--- config.mk ---
export PLATFORM = sky130hd
export DESIGN_NAME = bv_to_av_id_decoder
export DESIGN_NICKNAME = d
export VERILOG_FILES = /design/src/hdl/bvid_pkg.sv /design/src/hdl/bv_to_av_id_decoder.sv /design/src/hdl/bvid_char_stage.sv
export VERILOG_INCLUDE_DIRS = /design/src /design/src/hdl
export SDC_FILE = /design/constraint.sdc
export NUM_CORES = 1
export LEC_CHECK = 0
export BUFFER_PORTS_ARGS = -buffer_cell sky130_fd_sc_hd__buf_2
export CELL_PAD_IN_SITES_DETAIL_PLACEMENT = 0
export CELL_PAD_IN_SITES_GLOBAL_PLACEMENT = 2
export CORE_MARGIN = 2
export CORE_UTILIZATION = 30
export CTS_CLUSTER_DIAMETER = 30
export DETAILED_ROUTE_END_ITERATION = 8
export GPL_TIMING_DRIVEN = 0
export PLACE_DENSITY_LB_ADDON = 0.1
export REMOVE_ABC_BUFFERS = 1
export SYNTH_ARGS = -nofsm -noshare
export SYNTH_HDL_FRONTEND = slang
export SYNTH_SLANG_ARGS = --single-unit
export TNS_END_PERCENT = 5
--- constraint.sdc ---
create_clock -name clk_i -period 15.55 [get_ports clk_i]
set_clock_uncertainty 0.05 [all_clocks]
set_input_delay 2.3325 -clock clk_i [delete_from_list [all_inputs] [get_ports clk_i]]
set_output_delay 2.3325 -clock clk_i [all_outputs]
set_load 0.05 [all_outputs]
--- src/hdl/bv_to_av_id_decoder_assert.svh ---
// Assertion macros for the video ID decoder.
`ifndef BV_TO_AV_ID_DECODER_ASSERT_SVH
`define BV_TO_AV_ID_DECODER_ASSERT_SVH

// Same-cycle implication, sampled on clk_i, off during reset.
`define BVID_ASSERT_IMP(name, ante, cons, msg) \
  name: assert property (@(posedge clk_i) disable iff (!rst_ni) (ante) |-> (cons)) \
    else $error(msg);

// Next-cycle implication, sampled on clk_i, off during reset.
`define BVID_ASSERT_NXT(name, ante, cons, msg) \
  name: assert property (@(posedge clk_i) disable iff (!rst_ni) (ante) |=> (cons)) \
    else $error(msg);

`endif

--- src/hdl/bvid_pkg.sv ---
// Types, constants and character tables for the video ID decoder.
`default_nettype none

package bvid_pkg;

  typedef enum logic [2:0] {
    ST_OK        = 3'd0,
    ST_ILLEGAL   = 3'd1,
    ST_FORBIDDEN = 3'd2,
    ST_TOO_LONG  = 3'd3,
    ST_RANGE     = 3'd4
  } status_e;

  localparam int unsigned DigitW  = 6;
  localparam int unsigned WeightW = 53;  // 58^9 fits in 53 bits
  localparam int unsigned ProdW   = 59;  // 57 * 58^9 fits in 59 bits
  localparam int unsigned AccW    = 64;
  localparam int unsigned IdW     = 27;
  localparam int unsigned PosW    = 4;

  localparam logic [PosW-1:0] MaxChars = 4'd10;
  localparam logic [AccW-1:0] IdOffset = 64'd100618342136696320;
  localparam logic [AccW-1:0] IdKey    = 64'd177451812;
  localparam logic [IdW-1:0]  IdLimit  = 27'd100000000;
  // Accumulator is kept biased by -offset so the final step is add, xor, compare.
  localparam logic [AccW-1:0] AccInit  = ~IdOffset + 64'd1;

  typedef struct packed {
    logic [7:0] char_code;
    logic       last;
  } in_beat_t;

  typedef struct packed {
    logic [IdW-1:0] id_value;
    logic [2:0]     status;
  } out_beat_t;

  // One decoded character, ready to be accumulated.
  typedef struct packed {
    logic             valid;
    logic             last;
    status_e          err;
    logic [ProdW-1:0] prod;
  } term_t;

  function automatic status_e char_class(input logic [7:0] c);
    status_e cls;
    unique case (c) inside
      ["0":"9"], ["A":"Z"], ["a":"z"]: cls = ST_OK;
      default:                         cls = ST_ILLEGAL;
    endcase
    unique case (c) inside
      "0", "I", "O", "l": cls = ST_FORBIDDEN;
      default:            cls = cls;
    endcase
    return cls;
  endfunction

  function automatic logic [DigitW-1:0] char_digit(input logic [7:0] c);
    logic [DigitW-1:0] d;
    unique case (c)
      "f": d = 6'd0;   "Z": d = 6'd1;   "o": d = 6'd2;   "d": d = 6'd3;
      "R": d = 6'd4;   "9": d = 6'd5;   "X": d = 6'd6;   "Q": d = 6'd7;
      "D": d = 6'd8;   "S": d = 6'd9;   "U": d = 6'd10;  "m": d = 6'd11;
      "2": d = 6'd12;  "1": d = 6'd13;  "y": d = 6'd14;  "C": d = 6'd15;
      "k": d = 6'd16;  "r": d = 6'd17;  "6": d = 6'd18;  "z": d = 6'd19;
      "B": d = 6'd20;  "q": d = 6'd21;  "i": d = 6'd22;  "v": d = 6'd23;
      "e": d = 6'd24;  "Y": d = 6'd25;  "a": d = 6'd26;  "h": d = 6'd27;
      "8": d = 6'd28;  "b": d = 6'd29;  "t": d = 6'd30;  "4": d = 6'd31;
      "x": d = 6'd32;  "s": d = 6'd33;  "W": d = 6'd34;  "p": d = 6'd35;
      "H": d = 6'd36;  "n": d = 6'd37;  "J": d = 6'd38;  "E": d = 6'd39;
      "7": d = 6'd40;  "j": d = 6'd41;  "L": d = 6'd42;  "5": d = 6'd43;
      "V": d = 6'd44;  "G": d = 6'd45;  "3": d = 6'd46;  "g": d = 6'd47;
      "u": d = 6'd48;  "M": d = 6'd49;  "T": d = 6'd50;  "K": d = 6'd51;
      "N": d = 6'd52;  "P": d = 6'd53;  "A": d = 6'd54;  "w": d = 6'd55;
      "c": d = 6'd56;  "F": d = 6'd57;
      default: d = 6'd0;
    endcase
    return d;
  endfunction

  // Power of 58 for each character position (positions are permuted).
  function automatic logic [WeightW-1:0] pos_weight(input logic [PosW-1:0] pos);
    logic [WeightW-1:0] w;
    unique case (pos)
      4'd0:    w = 53'd38068692544;
      4'd1:    w = 53'd3364;
      4'd2:    w = 53'd11316496;
      4'd3:    w = 53'd128063081718016;
      4'd4:    w = 53'd656356768;
      4'd5:    w = 53'd7427658739644928;
      4'd6:    w = 53'd195112;
      4'd7:    w = 53'd2207984167552;
      4'd8:    w = 53'd58;
      4'd9:    w = 53'd1;
      default: w = 53'd0;
    endcase
    return w;
  endfunction

endpackage

`default_nettype wire

--- src/hdl/bv_to_av_id_decoder.sv ---
// Video ID decoder top: input register, character stage, accumulator, result register.
//
//   channel | signals                          | beat
//   --------+----------------------------------+----------------------------
//   in      | in_valid_i  in_ready_o  in_beat_i | one ID character + last flag
//   out     | out_valid_o out_ready_i out_beat_o| decoded ID + status, per ID
//
// One character is taken every cycle unless stalled; the accumulator add is the
// per-cycle loop. A result passes through the input and character stage registers
// into the output register. The pipeline stalls only when a last character reaches
// the accumulator while the previous result is still held and not taken.
// Reset clears valid flags, position, sticky error and the biased accumulator.
`default_nettype none

`include "bv_to_av_id_decoder_assert.svh"

module bv_to_av_id_decoder (
  input  wire logic                clk_i,
  input  wire logic                rst_ni,
  input  wire logic                in_valid_i,
  output      logic                in_ready_o,
  input  wire bvid_pkg::in_beat_t  in_beat_i,
  output      logic                out_valid_o,
  input  wire logic                out_ready_i,
  output      bvid_pkg::out_beat_t out_beat_o
);

  logic                       en;
  logic                       a_valid_q;
  bvid_pkg::in_beat_t         a_beat_q;
  bvid_pkg::term_t            term;
  logic [bvid_pkg::AccW-1:0]  acc_q, acc_d;
  bvid_pkg::status_e          sticky_q, sticky_d;
  logic [bvid_pkg::AccW-1:0]  sum;
  logic [bvid_pkg::AccW-1:0]  keyed;
  bvid_pkg::status_e          res_status;
  logic                       out_valid_q, out_valid_d;
  bvid_pkg::out_beat_t        out_beat_q, out_beat_d;
  logic                       res_fire;

  // hold everything while a finished ID cannot get into the output register
  assign en         = !(term.valid && term.last && out_valid_q && !out_ready_i);
  assign in_ready_o = en;
  assign res_fire   = en && term.valid && term.last;

  always_ff @(posedge clk_i or negedge rst_ni) begin
    if (!rst_ni) begin
      a_valid_q <= 1'b0;
    end else if (en) begin
      a_valid_q <= in_valid_i;
    end
  end

  always_ff @(posedge clk_i) begin
    if (en && in_valid_i) begin
      a_beat_q <= in_beat_i;
    end
  end

  bvid_char_stage u_char_stage (
    .clk_i  (clk_i),
    .rst_ni (rst_ni),
    .en_i   (en),
    .valid_i(a_valid_q),
    .beat_i (a_beat_q),
    .term_o (term)
  );

  always_comb begin
    sum   = acc_q + bvid_pkg::AccW'(term.prod);
    keyed = sum ^ bvid_pkg::IdKey;

    if (sticky_q != bvid_pkg::ST_OK) begin
      res_status = sticky_q;
    end else if (term.err != bvid_pkg::ST_OK) begin
      res_status = term.err;
    end else if (keyed[bvid_pkg::AccW-1:bvid_pkg::IdW] != '0 ||
                 keyed[bvid_pkg::IdW-1:0] >= bvid_pkg::IdLimit) begin
      res_status = bvid_pkg::ST_RANGE;
    end else begin
      res_status = bvid_pkg::ST_OK;
    end

    acc_d    = acc_q;
    sticky_d = sticky_q;
    if (en && term.valid) begin
      if (term.last) begin
        acc_d    = bvid_pkg::AccInit;
        sticky_d = bvid_pkg::ST_OK;
      end else if (sticky_q == bvid_pkg::ST_OK) begin
        if (term.err == bvid_pkg::ST_OK) begin
          acc_d = sum;
        end else begin
          sticky_d = term.err;
        end
      end
    end

    out_beat_d.status   = res_status;
    out_beat_d.id_value = (res_status == bvid_pkg::ST_OK) ? keyed[bvid_pkg::IdW-1:0] : '0;

    out_valid_d = out_valid_q;
    if (res_fire) begin
      out_valid_d = 1'b1;
    end else if (out_ready_i) begin
      out_valid_d = 1'b0;
    end
  end

  always_ff @(posedge clk_i or negedge rst_ni) begin
    if (!rst_ni) begin
      acc_q       <= bvid_pkg::AccInit;
      sticky_q    <= bvid_pkg::ST_OK;
      out_valid_q <= 1'b0;
    end else begin
      acc_q       <= acc_d;
      sticky_q    <= sticky_d;
      out_valid_q <= out_valid_d;
    end
  end

  always_ff @(posedge clk_i) begin
    if (res_fire) begin
      out_beat_q <= out_beat_d;
    end
  end

  assign out_valid_o = out_valid_q;
  assign out_beat_o  = out_beat_q;

  // an error result never carries an ID
  `BVID_ASSERT_IMP(a_err_id_zero, out_valid_q && out_beat_q.status != bvid_pkg::ST_OK, out_beat_q.id_value == '0, "error beat with nonzero ID")

  // state is back to its reset values after each result
  `BVID_ASSERT_NXT(a_clear_after_id, res_fire, sticky_q == bvid_pkg::ST_OK && acc_q == bvid_pkg::AccInit, "state not cleared after ID")

  // the first error of an ID sticks until its result
  `BVID_ASSERT_NXT(a_sticky_holds, sticky_q != bvid_pkg::ST_OK && !res_fire, sticky_q == $past(sticky_q), "sticky error changed")

endmodule

`default_nettype wire

--- src/hdl/bvid_char_stage.sv ---
// Character stage: validation, digit lookup and weighted term, with the position counter.
`default_nettype none

module bvid_char_stage (
  input  wire logic             clk_i,
  input  wire logic             rst_ni,
  input  wire logic             en_i,
  input  wire logic             valid_i,
  input  wire bvid_pkg::in_beat_t beat_i,
  output bvid_pkg::term_t       term_o
);

  logic [bvid_pkg::PosW-1:0]    pos_q, pos_d;
  logic                         valid_q;
  logic                         last_q;
  bvid_pkg::status_e            err_q, err_d;
  logic [bvid_pkg::ProdW-1:0]   prod_q, prod_d;
  bvid_pkg::status_e            cls;
  logic [bvid_pkg::DigitW-1:0]  digit;
  logic [bvid_pkg::WeightW-1:0] weight;

  always_comb begin
    cls    = bvid_pkg::char_class(beat_i.char_code);
    digit  = bvid_pkg::char_digit(beat_i.char_code);
    weight = bvid_pkg::pos_weight(pos_q);
    prod_d = bvid_pkg::ProdW'(digit) * bvid_pkg::ProdW'(weight);
    // character check wins over the length check
    if (cls == bvid_pkg::ST_OK && pos_q >= bvid_pkg::MaxChars) begin
      err_d = bvid_pkg::ST_TOO_LONG;
    end else begin
      err_d = cls;
    end
    pos_d = pos_q;
    if (en_i && valid_i) begin
      if (beat_i.last) begin
        pos_d = '0;
      end else if (pos_q < bvid_pkg::MaxChars) begin
        pos_d = pos_q + 4'd1;
      end
    end
  end

  always_ff @(posedge clk_i or negedge rst_ni) begin
    if (!rst_ni) begin
      pos_q   <= '0;
      valid_q <= 1'b0;
    end else begin
      pos_q <= pos_d;
      if (en_i) begin
        valid_q <= valid_i;
      end
    end
  end

  always_ff @(posedge clk_i) begin
    if (en_i && valid_i) begin
      last_q <= beat_i.last;
      err_q  <= err_d;
      prod_q <= prod_d;
    end
  end

  assign term_o.valid = valid_q;
  assign term_o.last  = last_q;
  assign term_o.err   = err_q;
  assign term_o.prod  = prod_q;

endmodule

`default_nettype wire
==> flow_summary.toml, run 1 <==
[run_status]
status = "finished, final reports clean"

[placement]
place_congestion = 0.820
io_buffer_count = 44
pre_cts_ws_ps = 6680
post_dp_cell_area_mm2 = 0.0212
dpl.hpwl_mm = 49.9

[synth]
ys_types = 104
yosys.area.top_type = "fa_1"
synth_edf_count = 101
syn_area_mm2 = 0.0202
ys_seq_area_share_pct = 24.9
synthFlopType = "edfxtp_1"
synth_area_per_cell_um2 = 8.79
ys.warnings.count = 0
async_reset_ff_share_pct = 40.6
ys_seq_elements = 180
netlist_instances = 2295
synth_area_leaders = "fa_1 (16%), edfxtp_1 (15%), ha_1 (11%)"
synth_top_area_share_pct = 16.2

[finish]
final_cell_mix = "inv_1 (279), nor2_1 (242), nand2_1 (201), ha_1 (173), a21oi_1 (164)"
n_antenna_cell = 0
nets = 2614
final_common_cell = "inv_1"
syn2layout_area_growth_pct = 8.31
drive_above_1_share_pct = 8.43
finalInstanceArea_mm2 = 0.0218

[sta]
worst_slack_ps = 6780
final.min_clock_period_ps = 8770
slew_violations = 0
maxSlewHeadroom_pct = 6.65
rsz0062_at_grt = "false"
hold_viol = 0
tightest_slew_ps = 1400
setup-violations-final = 0
period_share_pct = 56.4
fmax_mhz = 114
finalSetupTns_ps = 0

[floorplanning]
die_area_mm2 = 0.0693
rows = 95
die_w_um = 263
start_util_pct = 30.1
io_pins = 45
coreArea_mm2 = 0.0669
die_h_um = 263

[power_and_ir_drop]
pwr-share-comb_pct = 59.5
irDropWorstVdd_uv = 93.7
seq_power_share_pct = 25.1
powerDensity_mw_per_mm2 = 136
p_int_uw = 1500
power.share.clock_pct = 15.4
netSwitchingPower_uw = 1470
swShare_pct = 49.4
leakage_uw = 0.0102

[cts]
cts_resized = 0
cts_tree = "done"
cts_max_level = 4
clockRootBuffer = "clkbuf_16"
cts_setup_buffers = 0
cts_hold_buf = 0
clock-sinks = 180
cts_buffers = 17
path_clk_slew_ps = 80
clk_latency_ps = 500
clockBufferDepth = 2

[setup_path]
worstPathMaxFanout = 22
critical_path_class = "reg2reg"
cp.arrival_ps = 8950
critPathLaunchType = "flop"
crit_required_ps = 15730
crit_path_end_kind = "flop"

[grt]
grt_use_met3_pct = 2.44
grt_max_degree = 53
overflow = 0
grt_pass1_wl_mm = 98.8
grt_util_met1_pct = 26.6
antenna_found_initial = 0
grt_pass1_vias = 16500
grt.total_usage_pct = 18.4
use_met2_pct = 28.9
grt-busiest-layer = "met2"

[drt]
drc_errors = 0
detail-route-antenna-nets = 0
drt-wirelength-per-cell_um = 19.8
vias_per_cell = 5.05
first_pass_iters = 5
vias = 15900
drt_iter0_drc = 744
routed_wl_mm = 62.4

[min_path]
min_path_type = "reg2reg"

[run]
drv_cap = 0
==> cells in the mapped netlist, types with 24 or more instances <==
master,n
xor2_1,40
nor3_1,39
inv_1,279
nor2_1,244
dfstp_2,27
nand2_1,203
dfrtp_1,46
a21o_1,80
fa_1,163
clkbuf_1,81
a31oi_1,26
o21ai_0,100
edfxtp_1,101
ha_1,173
nand4_1,24
xnor2_1,73
a21oi_1,164
nand3_1,46
==> cells by family after synthesis <==
kind of cell | count (synthesis) | synth area share (%)
fa+ha+maj | 336 | 26.9
mux | 16 | 0.819
xor+xnor | 113 | 4.91
simple gates | 702 | 16.3
flops | 180 | 24.9
compound gates | 565 | 18.6
buf+inv | 383 | 7.56
==> worst max-delay path, cell delays in order (launching register included) <==
cell      delay (ps)
dfrtp_1          830
inv_1            570
nor2_1           730
a22oi_1          460
or2_2            400
fa_1             530
inv_1             70
fa_1             490
inv_1             60
fa_1             540
inv_1             50
ha_1             370
a21o_1           210
a21oi_1          300
a211oi_1         160
o21bai_1         350
o21ai_0          210
a21oi_1          310
nand2_1          180
a21oi_1          210
o21ai_0          260
o31ai_1          460
o311ai_0         250
o21a_1           230
nor2_1           110
xnor2_1           90
==> power groups by stage <==
stage                     clock network [µW]  logic, µW  registers (µW)
after floorplan                            0       1280             732
after global placement                     0       1770             754
after detailed placement                   0       1770             753
after CTS                                479       1780             745
after global routing                     496       1970             762
final                                    458       1770             745
==> routing by layer <==
| metal | vias to the layer above | share of wire, % |
|---|---|---|
| li1 | 7820 | - |
| met1 | 7804 | 51 |
| met2 | 227 | 44 |
| met3 | 50 | 2.7 |
| met4 | 0 | 1.8 |
| met5 | - | 0 |
==> state kept, by name, indices dropped and copies added, names as in the netlist, named ones only <==
| name | cells |
|---|---|
| a_valid_q | 1 |
| u_char_stage.valid_q | 1 |
| u_char_stage.last_q | 1 |
| u_char_stage.err_q | 2 |
| a_beat_q | 9 |
| u_char_stage.prod_q | 59 |
| out_beat_o | 30 |
| u_char_stage.pos_q | 4 |
| out_valid_o | 1 |
| sticky_q | 2 |
| acc_q | 64 |
==> final timing paths <==
| path | endpoint | slack [ps] | depth (start not counted) | startpoint |
|---|---|---|---|---|
| worst min register to register | u_char_stage.valid_q$_DFFE_PN0N_ | 420 | 2 | a_valid_q$_DFFE_PN0N_ |
| min in group asynchronous | acc_q[44]$_DFFE_PN0P_ | 1730 | 1 | rst_ni |
| worst max-delay path | u_char_stage.prod_q[56]$_DFFE_PP_ | 6780 | 25 | u_char_stage.pos_q[2]$_DFFE_PN0P_ |
| worst min-delay path | u_char_stage.valid_q$_DFFE_PN0N_ | 420 | 2 | a_valid_q$_DFFE_PN0N_ |
| max in group asynchronous | acc_q[18]$_DFFE_PN1P_ | 13000 | 2 | rst_ni |
| worst max register to register | u_char_stage.prod_q[56]$_DFFE_PP_ | 6780 | 25 | u_char_stage.pos_q[2]$_DFFE_PN0P_ |
==> per-stage QoR <==
step           cells  hold slack (ps)  utilization (%)  total power, µW
2_1_floorplan   2193              386                -             2010
3_3_place_gp    3110              405             31.4             2520
3_5_place_dp    3119              402             31.7             2530
4_1_cts         3151              425             32.6             3010
5_1_grt         3151              446             32.6             3230
6_report        3151              423             32.6             2970
==> layout make-up <==
class / count / area [µm²]
sequential: 180 / 5010
timing repair buffer: 53 / 388
multi-input combinational: 1732 / 13700
clock inverter: 15 / 194
inverter: 281 / 1060
fill: 7053 / 45100
tap: 873 / 1090
clock buffer: 17 / 425
No activity file was read; power rests on OpenSTA's default activity.
==> run 2, diff against run 1 <==
ABC_AREA = 1   (was not set)
clock period = 8.7 ns   (was 15.55 ns; I/O delays follow)
==> run 2 against run 1 <==
Combinational power grew 110%. Sequential cell count is the same. Total power grew 100%. Via count grew 27%. First-iteration DRC count grew 44%. Wire length grew 25%. Setup slack lost 5100 ps. Clock-buffer cell count grew 1. Maximum frequency grew 25%. Synthesized cell count grew 44%. Die area grew 12%.
==> flow_summary.toml, run 2 <==
[grt]
grt_pass1_vias = 20800
grt_max_degree = 40
antenna_found_initial = 0
grt.total_usage_pct = 20.6
grt_pass1_wl_mm = 121
overflow = 0

[finish]
n_antenna_cell = 0
final_common_cell = "nand2_1"
final_cell_mix = "nand2_1 (877), inv_1 (766), nor2_1 (406), ha_1 (173), fa_1 (163)"
fillers = 8146
stdcell_count = 4323
syn2layout_area_growth_pct = 9.16
nets = 3690
regMostFlops = "acc_q"
regArea_mm2 = 0.00501
drive_above_1_share_pct = 5.19
multiInputGateArea_mm2 = 0.0145
largest_reg_flops = 64

[setup_path]
crit_required_ps = 8880
path_buf_inv = 3
max_stage_delay_ps = 870
r2r_setup_slack_ps = 1680
ff2ff_path_depth = 19
timing.rr.end = "u_char_stage.prod_q[38]$_DFFE_PP_"
critical_path_class = "reg2reg"
crit_top_cell = "nand2_1"
worstPathCellList = "inv_1 > nand2_1 > nor2_1 > fa_1 > fa_1 > inv_1 > fa_1 > inv_1 > ha_1 > nand2_1 > nand2_1 > a21oi_1 > nand2_1 > a21boi_0 > o21ai_0 > a21oi_1 > o21ai_0 > a31oi_1 > xnor2_1"
cp.depth = 19
r2r_start = "a_beat_q[8]$_DFFE_PP_"
slowest_stage = "nor2_1"
crit_family = "simple AND/OR/NAND/NOR gates"
worstPathMaxFanout = 29
cp-startpoint = "a_beat_q[8]$_DFFE_PP_"
crit_path_end_kind = "flop"
cp.arrival_ps = 7200
critPathLaunchType = "flop"
critPathCapture = "u_char_stage.prod_q[38]$_DFFE_PP_"

[synth]
synth_most_common_cell = "nand2_1"
synth_edf_count = 101
synthFlopType = "edfxtp_1"
yosys.area.top_type = "nand2_1"
async_reset_ff_share_pct = 40.6
synth_top_area_share_pct = 14.6
ys_types = 52
ys_seq_elements = 180
netlist_instances = 3312
ys.warnings.count = 0
synth_area_per_cell_um2 = 6.81
ys_seq_area_share_pct = 22.2
ys_top_cells_by_count = "nand2_1 (879), inv_1 (766), nor2_1 (408)"
synth_area_leaders = "nand2_1 (15%), fa_1 (14%), edfxtp_1 (13%)"
syn_area_mm2 = 0.0225

[sta]
fmax_mhz = 143
slew_violations = 0
holdWs_ps = 444
rsz0062_at_grt = "false"
tightest_slew_ps = 1390
final.min_clock_period_ps = 7020
maxSlewHeadroom_pct = 7.40
finalSetupTns_ps = 0
setup-violations-final = 0
period_share_pct = 80.6
hold_viol = 0

[drt]
drc_errors = 0
drt_iter0_drc = 1069
routed_wl_mm = 78.0
vias = 20200
detail-route-antenna-nets = 0
drt-wirelength-per-cell_um = 18.1
vias_per_cell = 4.68
first_pass_iters = 5

[run]
drv_cap = 0

[floorplanning]
coreArea_mm2 = 0.0744
die_w_um = 278
start_util_pct = 30.3
rows = 100
die_h_um = 278
die_area_mm2 = 0.0773
io_pins = 45

[power_and_ir_drop]
leakage_uw = 0.0132
irDropWorstVdd_uv = 176
powerDensity_mw_per_mm2 = 242
power_uw = 5950

[cts]
clk_latency_ps = 510
cts_setup_buffers = 0
clockBufferDepth = 2
cts_tree = "done"
clockRootBuffer = "clkbuf_16"
cts_buffers = 17
path_clk_slew_ps = 80
cts_max_level = 4
cts_resized = 0
cts_hold_buf = 0
clock-sinks = 180

[placement]
dpl.hpwl_mm = 66.7
place_congestion = 0.900
io_buffer_count = 44
dp_cells = 4290

[run_status]
status = "finished, final reports clean"

[min_path]
min_path_type = "reg2reg"
-- run 2: cells by family after synthesis --
family,share of synthesized area (%)
buffers and inverters,13.7
XOR/XNOR,2.49
AND/OR/NAND/NOR,27.9
flip-flops,22.2
adder cells (fa/ha/maj),24.1
AO/OA/AOI/OAI,9.61
-- run 2: cell type report --
class / instances / share of cell area, %
inverter: 777 / 11.9
timing repair buffer: 51 / 1.60
sequential: 180 / 20.4
tap: 969 / 4.93
clock buffer: 18 / 1.74
clock inverter: 14 / 0.712
multi-input combinational: 2314 / 58.8
-- run 2: worst min-delay path by stage --
stage / cells after the start / slack, ps / end / from
floorplan: 2 / 380 / u_char_stage.valid_q$_DFFE_PN0N_ / a_valid_q$_DFFE_PN0N_
global placement: 2 / 390 / u_char_stage.valid_q$_DFFE_PN0N_ / a_valid_q$_DFFE_PN0N_
detailed placement: 2 / 430 / out_valid_o$_DFFE_PN0P_ / out_valid_o$_DFFE_PN0P_
CTS: 2 / 450 / out_valid_o$_DFFE_PN0P_ / out_valid_o$_DFFE_PN0P_
global route: 2 / 490 / u_char_stage.valid_q$_DFFE_PN0N_ / a_valid_q$_DFFE_PN0N_
finish: 2 / 440 / out_valid_o$_DFFE_PN0P_ / out_valid_o$_DFFE_PN0P_
-- run 2: worst register-to-register path: cells and delay by family (launching register included) --
| kind | cells | cell delay [ps] |
|---|---|---|
| and+or+nand+nor | 5 | 2100 |
| adders and majority gates | 4 | 1960 |
| AOI/OAI and AO/OA | 6 | 1810 |
| DFF | 1 | 400 |
| buffers and inverters | 3 | 360 |
| xor gates and xnor gates | 1 | 90 |
-- run 2: routing by layer --
| layer | routed length (µm) | GRT usage, % | part of all wire [%] | vias to the layer above |
|---|---|---|---|---|
| li1 | - | - | - | 10300 |
| met1 | 38400 | 28.4 | 49 | 9557 |
| met2 | 35600 | 34.1 | 46 | 339 |
| met3 | 2190 | 2.17 | 2.8 | 64 |
| met4 | 1860 | 5.77 | 2.4 | 0 |
| met5 | 0 | 0 | 0 | - |
-- run 2: power breakdown --
part           internal, µW  leakage (µW)  switching (µW)
clock                   413      0.000292             423
combinational          1120        0.0110            2660
sequential             1180       0.00194             153
-- run 2: through the flow --
stage                     area [µm²]  setup WS, ps  utilization [%]
final                          24600          1680             33.1
after global routing           24600          1200             33.1
after CTS                      24600          1440             33.0
after detailed placement       24000          1480             32.2
after global placement         23800         -3730             32.0
after floorplan                22400          2240                -
==> run 3, diff against run 2 <==
clock period = 6.3 ns   (was 8.7 ns; I/O delays follow)
==> run 3 against run 2 <==
Sequential power is 38% higher. Die area is the same. Core utilization rose by 0.25 points. Highest routed layer unchanged.
==> flow_summary.toml, run 3 (synthesis gave the netlist of run 2 again) <==
[run_status]
status = "finished, final reports clean"

[cts]
path_clk_slew_ps = 90
cts_buffers = 17
cts_max_level = 4
cts_tree = "done"
clock-sinks = 180
clockRootBuffer = "clkbuf_16"
clockBufferDepth = 2
clk_latency_ps = 510

[sta]
final.min_clock_period_ps = 5910
maxSlewHeadroom_pct = 24.9
period_share_pct = 93.9
fmax_mhz = 169
setup-violations-final = 0
holdWs_ps = 406
tightest_slew_ps = 1120
hold_viol = 0
finalSetupTns_ps = 0
rsz0062_at_grt = "true"
slew_violations = 0

[power_and_ir_drop]
swShare_pct = 54.5
leakage_uw = 0.0133
p_int_uw = 3750
power.share.clock_pct = 14.0
pwr-share-comb_pct = 63.6
netSwitchingPower_uw = 4490
power_uw = 8240
seq_power_share_pct = 22.4
irDropWorstVdd_uv = 242
powerDensity_mw_per_mm2 = 332

[setup_path]
crit_required_ps = 6480
worstPathCellList = "inv_1 > ha_1 > inv_1 > nor2_2 > nor2_1 > inv_1 > nand2_1 > nor2_1 > fa_1 > fa_1 > fa_1 > ha_1 > a21oi_1 > inv_1 > nor2_1 > a21boi_2 > o21ai_0 > a21oi_1 > o21ai_1 > a31oi_1 > xnor2_1"
slowest_stage = "fa_1"
crit_top_cell = "inv_1"
critPathLaunchType = "flop"
cp.arrival_ps = 6100
crit_path_end_kind = "flop"
worstPathMaxFanout = 6
critical_path_class = "reg2reg"
crit_family = "adder cells"
max_stage_delay_ps = 520
path_buf_inv = 4

[finish]
finalInstanceArea_mm2 = 0.0248
stdcell_count = 4326
drive_above_1_share_pct = 6.52
final_common_cell = "nand2_1"
largest_reg_flops = 64
final_cell_mix = "nand2_1 (872), inv_1 (765), nor2_1 (387), ha_1 (173), fa_1 (163)"
syn2layout_area_growth_pct = 10.0
regMostFlops = "acc_q"
nets = 3693
n_antenna_cell = 0

[floorplanning]
io_pins = 45
die_h_um = 278
die_w_um = 278
coreArea_mm2 = 0.0744
rows = 100
die_area_mm2 = 0.0773
start_util_pct = 30.3

[drt]
routed_wl_mm = 78.0
drc_errors = 0
vias = 20200
first_pass_iters = 6
vias_per_cell = 4.66
drt-wirelength-per-cell_um = 18.0
detail-route-antenna-nets = 0
drt_iter0_drc = 1081

[placement]
dpl.hpwl_mm = 66.7
place_congestion = 0.900
io_buffer_count = 44
post_dp_cell_area_mm2 = 0.0240
dp_cells = 4290

[grt]
grt_util_met1_pct = 28.5
grt-busiest-layer = "met2"
grt.total_usage_pct = 20.6
grt_pass1_vias = 20800
antenna_found_initial = 0
grt_pass1_wl_mm = 121
grt_max_degree = 40
grt_use_met3_pct = 2.21
overflow = 0
use_met2_pct = 34.1

[run]
drv_cap = 0

[min_path]
min_path_type = "in2async"
==> run 3: worst register-to-register path, cell delays in order, from the launching register on <==
cell and delay (ps):
dfrtp_1 450, inv_1 160, ha_1 210, inv_1 170
nor2_2 90, nor2_1 260, inv_1 130, nand2_1 250
nor2_1 110, fa_1 500, fa_1 520, fa_1 490
ha_1 370, a21oi_1 210, inv_1 90, nor2_1 240
a21boi_2 340, o21ai_0 210, a21oi_1 320, o21ai_1 180
a31oi_1 230, xnor2_1 90
==> run 3: final timing paths <==
path | from | to | slack, ps | depth (start not counted)
worst max-delay path | u_char_stage.pos_q[1]$_DFFE_PN0P_ | u_char_stage.prod_q[38]$_DFFE_PP_ | 390 | 21
worst min-delay path | rst_ni | u_char_stage.pos_q[1]$_DFFE_PN0P_ | 410 | 1
worst max register to register | u_char_stage.pos_q[1]$_DFFE_PN0P_ | u_char_stage.prod_q[38]$_DFFE_PP_ | 390 | 21
worst min register to register | out_valid_o$_DFFE_PN0P_ | out_valid_o$_DFFE_PN0P_ | 440 | 2
max in group asynchronous | rst_ni | acc_q[62]$_DFFE_PN1P_ | 4970 | 2
min in group clk_i | out_valid_o$_DFFE_PN0P_ | out_valid_o$_DFFE_PN0P_ | 440 | 2
==> run 3: layer usage <==
layer  vias to the layer above  routed length, µm
li1                      10300                  -
met1                      9518              38400
met2                       310              35600
met3                        70               2090
met4                         0               1930
met5                         -                  0
==> run 3: layout make-up <==
type | count | area, µm²
well taps | 969 | 1210
flip-flops and latches | 180 | 5020
inverters | 777 | 2930
clock inverters | 14 | 175
fillers | 8141 | 49700
multi-input cells | 2314 | 14600
repair buffers | 54 | 395
clock buffers | 18 | 429
==> run 3: what timing repair did <==
action	4_1_cts	5_1_grt
pin swaps	1	0
hold buffers	0	0
gates resized for setup	23	38
endpoints found under the hold margin	0	0
setup buffers	2	2
endpoints found under the setup margin	35	20
==> run 3: per-stage QoR <==
stage / setup slack [ps] / util (%)
after floorplan: 201 / -
after global routing: -4.03 / 33.3
after detailed placement: -919 / 32.2
final: 385 / 33.3
after global placement: -5770 / 32.0
after CTS: -13.2 / 33.1
==> run 3: power groups by stage <==
stage	Sequential (µW)	Clock (µW)	Combinational [µW]
floorplan	1800	0	3530
global placement	1860	0	5220
detailed placement	1860	0	5240
CTS	1840	1200	5270
global route	1880	1240	5960
finish	1840	1150	5240
